**config.mk**
```make
export PLATFORM = sky130hd
export DESIGN_NAME = spectrum_band_level_meter
export DESIGN_NICKNAME = d
export VERILOG_FILES = /design/src/rtl/sblm_pkg.sv /design/src/rtl/spectrum_band_level_meter.sv
export SDC_FILE = /design/constraint.sdc
export NUM_CORES = 2
export LEC_CHECK = 0
export BUFFER_PORTS_ARGS = -buffer_cell sky130_fd_sc_hd__buf_2
export CAP_MARGIN = 15
export CORE_MARGIN = 3
export CORE_UTILIZATION = 53
export DETAILED_ROUTE_END_ITERATION = 8
export GPL_ROUTABILITY_DRIVEN = 1
export PLACE_DENSITY = 0.69
export SETUP_SLACK_MARGIN = 0.3
export SKIP_CTS_REPAIR_TIMING = 1
export SYNTH_ARGS = -nofsm -noshare
export SYNTH_HDL_FRONTEND = slang
export SYNTH_SLANG_ARGS = --single-unit
```
**constraint.sdc**
```tcl
create_clock -name clk -period 14.65 [get_ports clk]
set_input_delay 1.465 -clock clk [delete_from_list [all_inputs] [get_ports clk]]
set_output_delay 1.465 -clock clk [all_outputs]
set_load 0.01 [all_outputs]
```
**src/rtl/sblm_pkg.sv**
```systemverilog
// ----------------------------------------------------------------------------
// sblm_pkg
// Shared types and constants for the spectrum band level meter.
// ----------------------------------------------------------------------------
package sblm_pkg;

  // request codes
  localparam logic [1:0] REQ_UPDATE = 2'd0;
  localparam logic [1:0] REQ_FRAME  = 2'd1;
  localparam logic [1:0] REQ_QUERY  = 2'd2;

  // configuration register indexes
  localparam logic [1:0] CFG_FFT_SIZE      = 2'd0;
  localparam logic [1:0] CFG_SAMPLE_RATE   = 2'd1;
  localparam logic [1:0] CFG_CHANNEL_COUNT = 2'd2;

  // reset values of the configuration registers
  localparam logic [16:0] FFT_SIZE_RST      = 17'd1024;
  localparam logic [17:0] SAMPLE_RATE_RST   = 18'd44100;
  localparam logic [1:0]  CHANNEL_COUNT_RST = 2'd2;

  localparam logic signed [15:0] DB_FLOOR = -16'sd110;
  localparam logic signed [7:0]  DB_NONE  = -8'sd100;
  localparam logic [15:0]        BIN_MAX  = 16'hffff;

  // one table entry as stored in the entry memory
  typedef struct packed {
    logic [15:0]       bin;
    logic [23:0]       power;
    logic signed [7:0] db;
  } entry_t;

endpackage

```
**src/rtl/spectrum_band_level_meter.sv**
```systemverilog
// ----------------------------------------------------------------------------
// spectrum_band_level_meter
// Table of spectrum entries with band queries giving rms level and mean dB.
// ----------------------------------------------------------------------------
// update and frame-done items give no result
// a band query runs two 33-step bin divisions, a scan of the entry memory at one
//   entry per cycle, a 32-step power division, a 12-step square root and a 15-step
//   dB division, all on one shared subtract unit; the root and power division are
//   skipped with no nonzero power, the dB division with no nonzero dB, and a result
//   still held on the output stalls the query
// the block takes one item at a time; in_ready is low while a query runs and is
//   back in the same cycle the result transfer is offered
// synchronous reset clears the valid bits and frame counter and restores the
//   register defaults
module spectrum_band_level_meter import sblm_pkg::*; #(
  parameter int ENTRIES = 32
) (
  input  logic               clk,
  input  logic               rst,
  // configuration write channel
  input  logic               cfg_valid,
  output logic               cfg_ready,
  input  logic [1:0]         cfg_index,
  input  logic [17:0]        cfg_data,
  // request channel
  input  logic               in_valid,
  output logic               in_ready,
  input  logic [1:0]         req_type,
  input  logic [4:0]         entry_index,
  input  logic               channel,
  input  logic [15:0]        bin,
  input  logic [23:0]        power,
  input  logic signed [15:0] db_value,
  input  logic [15:0]        lo_freq,
  input  logic [15:0]        hi_freq,
  // result channel
  output logic               out_valid,
  input  logic               out_ready,
  output logic [11:0]        level,
  output logic signed [7:0]  mean_db,
  output logic [31:0]        frame_count
);

  localparam int AW = (ENTRIES > 1) ? $clog2(ENTRIES) : 1;
  localparam int CW = $clog2(ENTRIES + 1);

  localparam logic [3:0] ST_IDLE       = 4'd0;
  localparam logic [3:0] ST_BLO_SETUP  = 4'd1;
  localparam logic [3:0] ST_BLO        = 4'd2;
  localparam logic [3:0] ST_BHI_SETUP  = 4'd3;
  localparam logic [3:0] ST_BHI        = 4'd4;
  localparam logic [3:0] ST_SCAN_SETUP = 4'd5;
  localparam logic [3:0] ST_SCAN       = 4'd6;
  localparam logic [3:0] ST_PDIV_SETUP = 4'd7;
  localparam logic [3:0] ST_PDIV       = 4'd8;
  localparam logic [3:0] ST_SQRT_SETUP = 4'd9;
  localparam logic [3:0] ST_SQRT       = 4'd10;
  localparam logic [3:0] ST_DDIV_SETUP = 4'd11;
  localparam logic [3:0] ST_DDIV       = 4'd12;
  localparam logic [3:0] ST_DONE       = 4'd13;

  logic [3:0]  state;

  logic [16:0] fft_size;
  logic [17:0] sample_rate;
  logic [1:0]  channel_count;
  logic [31:0] frames_done;

  logic [15:0] freq_lo_q;
  logic [15:0] freq_hi_q;
  logic [15:0] bin_lo;
  logic [15:0] bin_hi;

  // entry table
  entry_t             mem [ENTRIES];
  logic [ENTRIES-1:0] entry_valid;
  entry_t             rd_ent;
  logic               rd_hit;

  // scan accumulators
  logic [CW-1:0]      scan_cnt;
  logic [31:0]        psum;
  logic [CW-1:0]      pcnt;
  logic [14:0]        dmag;
  logic [CW-1:0]      dcnt;

  // shared subtract unit registers
  logic [32:0]        dvd;
  logic [17:0]        dvs;
  logic [19:0]        rem;
  logic [32:0]        quo;
  logic [5:0]         step_cnt;

  logic [11:0]        level_q;
  logic signed [7:0]  mdb_q;

  // request decode
  logic               in_xfer;
  logic [7:0]         idx_ext;
  logic               upd_en;
  logic [AW-1:0]      wr_addr;
  logic signed [7:0]  db_clamped;
  logic [AW-1:0]      rd_addr;
  logic               scan_issue;
  logic               in_band;
  logic [7:0]         db_mag;

  // shared unit datapath
  logic               sqrt_mode;
  logic [19:0]        rem_sh;
  logic [19:0]        sub_b;
  logic [20:0]        diff;
  logic               borrow;
  logic [15:0]        quo_sat;

  assign cfg_ready = 1'b1;
  assign in_ready  = (state == ST_IDLE);
  assign in_xfer   = in_valid && in_ready;

  assign idx_ext = {3'b000, entry_index};
  assign wr_addr = idx_ext[AW-1:0];
  assign upd_en  = in_xfer && (req_type == REQ_UPDATE) && ({1'b0, idx_ext} < 9'(ENTRIES))
                   && !(channel && (channel_count < 2'd2));

  always_comb begin
    if (db_value < DB_FLOOR) begin
      db_clamped = DB_FLOOR[7:0];
    end else if (db_value > 16'sd0) begin
      db_clamped = 8'sd0;
    end else begin
      db_clamped = db_value[7:0];
    end
  end

  assign scan_issue = (state == ST_SCAN) && (scan_cnt != CW'(ENTRIES));
  assign rd_addr    = scan_cnt[AW-1:0];
  assign in_band    = (rd_ent.bin >= bin_lo) && (rd_ent.bin <= bin_hi);
  assign db_mag     = 8'd0 - rd_ent.db;

  // one compare-and-subtract step, for long division or the square root
  assign sqrt_mode = (state == ST_SQRT);
  always_comb begin
    if (sqrt_mode) begin
      rem_sh = {rem[17:0], dvd[32:31]};
      sub_b  = {6'd0, quo[11:0], 2'b01};
    end else begin
      rem_sh = {rem[18:0], dvd[32]};
      sub_b  = {2'b00, dvs};
    end
  end
  assign diff    = {1'b0, rem_sh} - {1'b0, sub_b};
  assign borrow  = diff[20];
  assign quo_sat = (|quo[32:16]) ? BIN_MAX : quo[15:0];

  // entry memory
  always_ff @(posedge clk) begin
    if (upd_en) begin
      mem[wr_addr] <= '{bin: bin, power: power, db: db_clamped};
    end
    rd_ent <= mem[rd_addr];
  end

  always_ff @(posedge clk) begin
    if (rst) begin
      entry_valid <= '0;
    end else if (upd_en) begin
      entry_valid[wr_addr] <= 1'b1;
    end
  end

  // configuration and frame counter
  always_ff @(posedge clk) begin
    if (rst) begin
      fft_size      <= FFT_SIZE_RST;
      sample_rate   <= SAMPLE_RATE_RST;
      channel_count <= CHANNEL_COUNT_RST;
      frames_done   <= '0;
    end else begin
      if (cfg_valid && cfg_ready) begin
        case (cfg_index)
          CFG_FFT_SIZE:      fft_size      <= cfg_data[16:0];
          CFG_SAMPLE_RATE:   sample_rate   <= cfg_data;
          CFG_CHANNEL_COUNT: channel_count <= cfg_data[1:0];
          default: ;
        endcase
      end
      if (in_xfer && (req_type == REQ_FRAME)) begin
        frames_done <= frames_done + 32'd1;
      end
    end
  end

  // query sequencer
  always_ff @(posedge clk) begin
    if (rst) begin
      state     <= ST_IDLE;
      out_valid <= 1'b0;
      rd_hit    <= 1'b0;
    end else begin
      // the done state reloads the output itself
      if (out_valid && out_ready && (state != ST_DONE)) begin
        out_valid <= 1'b0;
      end
      case (state)
        ST_IDLE: begin
          if (in_xfer && (req_type == REQ_QUERY)) begin
            freq_lo_q <= lo_freq;
            freq_hi_q <= hi_freq;
            state     <= ST_BLO_SETUP;
          end
        end
        ST_BLO_SETUP: begin
          dvd      <= {17'd0, freq_lo_q} * {16'd0, fft_size};
          dvs      <= sample_rate;
          rem      <= '0;
          quo      <= '0;
          step_cnt <= 6'd33;
          state    <= ST_BLO;
        end
        ST_BHI_SETUP: begin
          bin_lo   <= quo_sat;
          dvd      <= {17'd0, freq_hi_q} * {16'd0, fft_size};
          rem      <= '0;
          quo      <= '0;
          step_cnt <= 6'd33;
          state    <= ST_BHI;
        end
        ST_SCAN_SETUP: begin
          bin_hi   <= quo_sat;
          scan_cnt <= '0;
          psum     <= '0;
          pcnt     <= '0;
          dmag     <= '0;
          dcnt     <= '0;
          rd_hit   <= 1'b0;
          state    <= ST_SCAN;
        end
        ST_SCAN: begin
          // read issued this cycle, data and hit flag seen the next
          rd_hit <= scan_issue && entry_valid[rd_addr];
          if (scan_issue) begin
            scan_cnt <= scan_cnt + CW'(1);
          end else begin
            state <= ST_PDIV_SETUP;
          end
          if (rd_hit && in_band) begin
            if (rd_ent.power != 24'd0) begin
              psum <= psum + {8'd0, rd_ent.power};
              pcnt <= pcnt + CW'(1);
            end
            if (rd_ent.db != 8'sd0) begin
              dmag <= dmag + {7'd0, db_mag};
              dcnt <= dcnt + CW'(1);
            end
          end
        end
        ST_PDIV_SETUP: begin
          if (pcnt == '0) begin
            level_q <= '0;
            state   <= ST_DDIV_SETUP;
          end else begin
            dvd      <= {psum, 1'b0};
            dvs      <= 18'(pcnt);
            rem      <= '0;
            quo      <= '0;
            step_cnt <= 6'd32;
            state    <= ST_PDIV;
          end
        end
        ST_SQRT_SETUP: begin
          // mean power sits left-aligned, consumed two bits a step
          dvd      <= {quo[23:0], 9'd0};
          rem      <= '0;
          quo      <= '0;
          step_cnt <= 6'd12;
          state    <= ST_SQRT;
        end
        ST_DDIV_SETUP: begin
          if (dcnt == '0) begin
            mdb_q <= DB_NONE;
            state <= ST_DONE;
          end else begin
            dvd      <= {dmag, 18'd0};
            dvs      <= 18'(dcnt);
            rem      <= '0;
            quo      <= '0;
            step_cnt <= 6'd15;
            state    <= ST_DDIV;
          end
        end
        ST_BLO, ST_BHI, ST_PDIV, ST_SQRT, ST_DDIV: begin
          rem      <= borrow ? rem_sh : diff[19:0];
          quo      <= {quo[31:0], ~borrow};
          dvd      <= sqrt_mode ? {dvd[30:0], 2'b00} : {dvd[31:0], 1'b0};
          step_cnt <= step_cnt - 6'd1;
          if (step_cnt == 6'd1) begin
            case (state)
              ST_BLO:  state <= ST_BHI_SETUP;
              ST_BHI:  state <= ST_SCAN_SETUP;
              ST_PDIV: state <= ST_SQRT_SETUP;
              ST_SQRT: state <= ST_DDIV_SETUP;
              default: state <= ST_DONE;
            endcase
          end
        end
        ST_DONE: begin
          if (!out_valid || out_ready) begin
            level       <= level_q;
            mean_db     <= mdb_q;
            frame_count <= frames_done;
            out_valid   <= 1'b1;
            state       <= ST_IDLE;
          end
        end
        default: state <= ST_IDLE;
      endcase
      // capture results as each unit pass finishes
      if (state == ST_SQRT && step_cnt == 6'd1) begin
        level_q <= {quo[10:0], ~borrow};
      end
      if (state == ST_DDIV && step_cnt == 6'd1) begin
        mdb_q <= 8'sd0 - $signed({quo[6:0], ~borrow});
      end
    end
  end

endmodule
```
# == Yosys cells after proc, flatten, opt, wreduce, memory -nomap -nowiden ==
# Memory sizes are Yosys's and may differ from the RTL's. A register that Yosys moved wholly into a read port is not among the register bits.
# Cells that the tools add are included.
# word_totals
mem_bits_rw,1536
n_memories,1
regBits,417
in_bits,121
elab_cells,198
# memory_table
name,words,word_bits,rd,rd_clocked_by_memory_dff,wr,line,rtl
mem,32,48,1,1,1,spectrum_band_level_meter.sv:75,entry_t mem [ENTRIES];
# op_classes
n_addsub,10
n_eq_ne,30
magnitude_cmp,9
reduce_logical,56
bitwise_logic,3
mux,60
n_mul,2
# op_table
operator,n
one-hot mux 33 bit (6 select lines),1
two-way mux 33 bit,5
one-hot mux 33 bit (4 select lines),1
one-hot mux 19 bit (4 select lines),1
multiplier 16 x 17 -> 33 bit,2
two-way mux 32 bit,2
one-hot mux 32 bit (2 select lines),1
two-way mux 19 bit,3
two-way mux 18 bit,3
one-hot mux 18 bit (3 select lines),1
two-way mux 6 bit,7
two-way mux 8 bit,5
one-hot mux 4 bit (10 select lines),1
two-way mux 12 bit,3
one-hot mux 6 bit (2 select lines),3
"adder 32 x 1 -> 32 bit, second input constant",1
adder 32 x 24 -> 32 bit,1
bitwise OR 32 bit,1
two-way mux 15 bit,2
one-hot mux 15 bit (2 select lines),1
one-hot mux 6 bit (5 select lines),1
AND reduction 4 bit,7
"== test 4 bit, second input constant",6
nonzero test 24 bit,1
other kinds (50),110

# == Logic depth before layout (Yosys ltp) ==
# logic_depth
depth_word,7
ltp_mapped,25
depth_no_buf,23

# == Worst setup path before layout ==
# No wires, ideal clock.
# synth_timing
kind,input-to-reg
from,in rst
to,"reg quo[0], enable pin"
arrival_ns,9.944
cell_stages,3
required_ns,13.910
setup_time_ns,0.740
path_slack_ns,3.966
path_buffers,2
path_cell_list,clkbuf_1 > clkbuf_1 > a2111oi_0
# synth_between
elab_chain_cells,2
# synth_rtl
element,line,rtl
"start, declared",spectrum_band_level_meter.sv:19,"input logic rst,"
NOT 1 bit (no line),n/a,
AND reduction 4 bit (no line),n/a,
"end signal, assigned",spectrum_band_level_meter.sv:293,"quo <= {quo[31:0], ~borrow};"
"end, declared",spectrum_band_level_meter.sv:91,logic [32:0] quo;
# No other way between the ends.
# A chain may end at the register's enable or synchronous reset.

# == Worst setup path in the final report ==
# layout_timing
from,reg freq_lo_q[4]
to,reg dvd[28] (data pin)
# layout_between
elab_chain_cells,2
# layout_rtl
element,line,rtl
"start, declared",spectrum_band_level_meter.sv:69,logic [15:0] freq_lo_q;
"start signal, assigned",spectrum_band_level_meter.sv:207,freq_lo_q <= lo_freq;
multiplier 16 x 17 -> 33 bit,spectrum_band_level_meter.sv:213,"dvd <= {17'd0, freq_lo_q} * {16'd0, fft_size};"
one-hot mux 33 bit (6 select lines),spectrum_band_level_meter.sv:204,case (state)
"end signal, assigned",spectrum_band_level_meter.sv:213,
"end signal, assigned",spectrum_band_level_meter.sv:222,"dvd <= {17'd0, freq_hi_q} * {16'd0, fft_size};"
"end signal, assigned",spectrum_band_level_meter.sv:262,"dvd <= {psum, 1'b0};"
"end, declared",spectrum_band_level_meter.sv:88,logic [32:0] dvd;
# No other way between the ends.

==> metrics.csv <==
metric,value,unit
hold_path_startpoint,level_q[11],
via_count,54780,
core_area,181900,µm²
yosysSeqAreaShare,60.00,%
sequentialPowerShare,49.6,%
clkTransAtPathRegs,60,ps
ys_top_cells_by_area,"edfxtp_1, mux4_2, fa_1, ha_1, dfxtp_1",
rows,156,
hp-class,flip-flop to flip-flop,
holdWs,418.6,ps
maxSlewHeadroom,22.84,%
cts_tree,done,
power_density,120.7,nW/µm²
holdPathEnd,level[11],
skew,64.93,ps
synth_cells,6258,
max_freq,139.7,MHz
instances_no_fill,9060,
worstPathRequired,15210,ps
worst_setup_path_end_kind,flip-flop,
synth_top_area_share,56.84,%
leakagePower,0.03947,µW
slew_viol_final,0,
ys_warn_count,0,
crit_chain,nand2_1 > fa_1 > inv_1 > fa_1 > inv_1 > fa_1 > fa_1 > fa_1 > fa_1 > inv_1 > ha_1 > a21o_1 > a21o_1 > a221o_1 > a21oi_1 > o21ai_1 > a311oi_1 > xor2_1 > o221ai_1,
area_growth,11.14,%
synth-edff-count,1846,
grt.overflow.total,0,
fp.dieH,435.0,µm
cp_common_cell,fa_1,
cts_sinks,2000,
cts_max_path_buffers,3,
rr_worst_depth,19,
cts_buffers,198,
p_int,9903,µW
period_minus_slack,7158,ps
timing.reg2reg.setup_slack,7490,ps
fin_ws,7492,ps
grt_pass1_wl,361500,µm
grt_max_degree,106,
p_sw_share,24.28,%
timing.final.crit_share,48.86,%
antenna_found_initial,21,
hold_violations,0,
multi_input_area,36050,µm²
critPathMaxStageDelay,930,ps
netlist_area,97530,µm²
setup_viol,0,
dpl.hpwl,142200,µm
viasPerCell,6.046,
gr-usage-all-layers,25.59,%
async_flop_share,0,%
synth_cell_type_count,79,
fill_cells,13590,
first_global_vias,56100,
synth_fp_nets,7101,
numPortBuffers,174,
synth_area_leader_cell,edfxtp_1,
cp_top_family,adder cells,
place_ws,7601,ps
ys_ff_latch,2000,
reg2reg_to,dvd[28],
power_switching,3175,µW
clkPwrFrac,40.1,%
hold-path-cell-count,0,
crit_buf_inv,3,
rsz0062_at_grt,false,
path_class,flip-flop to flip-flop,
wirelength,241000,µm
ant_nets,0,
tightest_slew,1142,ps
timing.rr.start,freq_lo_q[4],
die_area,189200,µm²
gp_congestion,0.8743,
avgSynthCellArea,15.58,µm²
tns,0,ps
crit_path_top_delay_cell,edfxtp_1,
wl_per_cell,26.60,µm
drt_iter0_markers,5498,
final_core_util,59.59,%
layout.nets,7278,
die_w,435.0,µm
p_comb_share,10.3,%
first_pass_iters,6,
ir_drop,105.1,µV
critPathArrivalTime,7710,ps
critPathLaunchType,flip-flop,
crit_fanout,17,
htreeDepth,4,
yosys_most_used_dff,edfxtp_1,
cts_root_buffer,clkbuf_16,
drive_above_1_share,18.40,%
drc_errors,0,
maxCapViolCount,0,
regArea,58520,µm²
worst_skew_pair.late_latency,850,ps
pin_count,176,
place_inst,8678,
outcome,"finished, final reports clean",
start_util,53.61,%
==> registers in the layout, summed over array words and instances (netlist names), 12 cells and up <==
signal,flops
mem,1536
rd_ent,48
dvd,33
quo,33
entry_valid,32
frame_count,32
frames_done,32
psum,32
rem,19
dvs,18
sample_rate,18
fft_size,17
bin_hi,16
bin_lo,16
freq_hi_q,16
freq_lo_q,16
dmag,15
level,12
level_q,12
==> layout make-up <==
cell class                      instances  share of cell area (%)
Clock inverter                        112                   1.251
Sequential cell                      2000                   53.98
Inverter                              564                   1.953
Timing Repair Buffer                  284                   1.688
Antenna cell                            6                 0.01385
Clock buffer                          258                   5.033
Tap cell                             2449                   2.827
Multi-Input combinational cell       3387                   33.25
==> layout by cell type (no fill, tap or decap), types with 47 or more instances in the layout <==
cell type / Yosys / routed
mux2_2: 51 / 51
inv_1: 564 / 564
fa_1: 419 / 419
nand2_1: 596 / 594
dfxtp_1: 154 / 154
and3_1: 61 / 61
nand3_1: 47 / 47
nor2_1: 247 / 213
ha_1: 303 / 303
buf_2: 5 / 173
clkbuf_16: 0 / 203
a21oi_1: 157 / 155
xor2_1: 73 / 73
buf_4: 2 / 102
o21ai_0: 68 / 68
edfxtp_1: 1846 / 1846
a21o_1: 68 / 68
and2_1: 250 / 249
xnor2_1: 77 / 77
mux4_2: 490 / 490
==> metrics by stage <==
step                      power, µW  cell area [µm²]
after floorplan                7452            97530
after global placement         7909           101400
after detailed placement       7937           101500
after CTS                     13170           108300
after global routing          13530           108400
final                         13080           108400
==> per-layer routing <==
metal	GRT usage (%)	wire (µm)
met5	0	110
met4	7.463	7092
met2	41.66	117900
met3	4.834	20100
met1	35.54	95730
==> power by group through the flow <==
| stage | clock network, µW | logic, µW | registers, µW |
|---|---|---|---|
| after floorplan | 0 | 900 | 6550 |
| after global placement | 0 | 1310 | 6600 |
| after detailed placement | 0 | 1340 | 6600 |
| after CTS | 5340 | 1350 | 6480 |
| after global routing | 5560 | 1490 | 6490 |
| final | 5250 | 1350 | 6480 |
==> Yosys cell counts (51+ instances only) <==
cell and count:
and2_1 250, edfxtp_1 1846, a21o_1 68, mux4_2 490
a21oi_1 157, and3_1 61, nand2_1 596, o21ai_0 68
dfxtp_1 154, inv_1 564, xor2_1 73, mux2_2 51
fa_1 419, ha_1 303, nor2_1 247, xnor2_1 77
clkbuf_1 252
==> kinds of logic after synthesis <==
logic type               after synthesis  share of synthesized area, %
AND/OR/NAND/NOR                     1414                         6.944
multiplexers                         584                         12.35
adder cells (fa/ha/maj)              722                         12.49
XOR/XNOR                             150                         1.347
AO/OA/AOI/OAI                        516                         3.500
other                                  1                      0.003845
buffers and inverters                871                         3.374
flip-flops                          2000                         60.00
==> worst max path at each step <==
stage                 startpoint  endpoint  depth (start not counted)
finish              freq_lo_q[4]   dvd[28]                         19
global route        freq_lo_q[4]   dvd[28]                         19
CTS                 freq_lo_q[4]   dvd[28]                         19
detailed placement  freq_lo_q[4]   dvd[28]                         19
global placement    freq_lo_q[4]   dvd[28]                         19
floorplan                    rst    quo[0]                          3
==> worst reg2reg max path: cells and delay by family, from the launching register on <==
| family | cells | cell delay, ps |
|---|---|---|
| buffers and inverters | 3 | 170 |
| AND/OR/NAND/NOR | 1 | 190 |
| XOR/XNOR | 1 | 360 |
| flip-flops | 1 | 930 |
| AO/OA/AOI/OAI | 7 | 1810 |
| adder cells (fa/ha/maj) | 7 | 3430 |
Power figures use the tool's default switching activity.
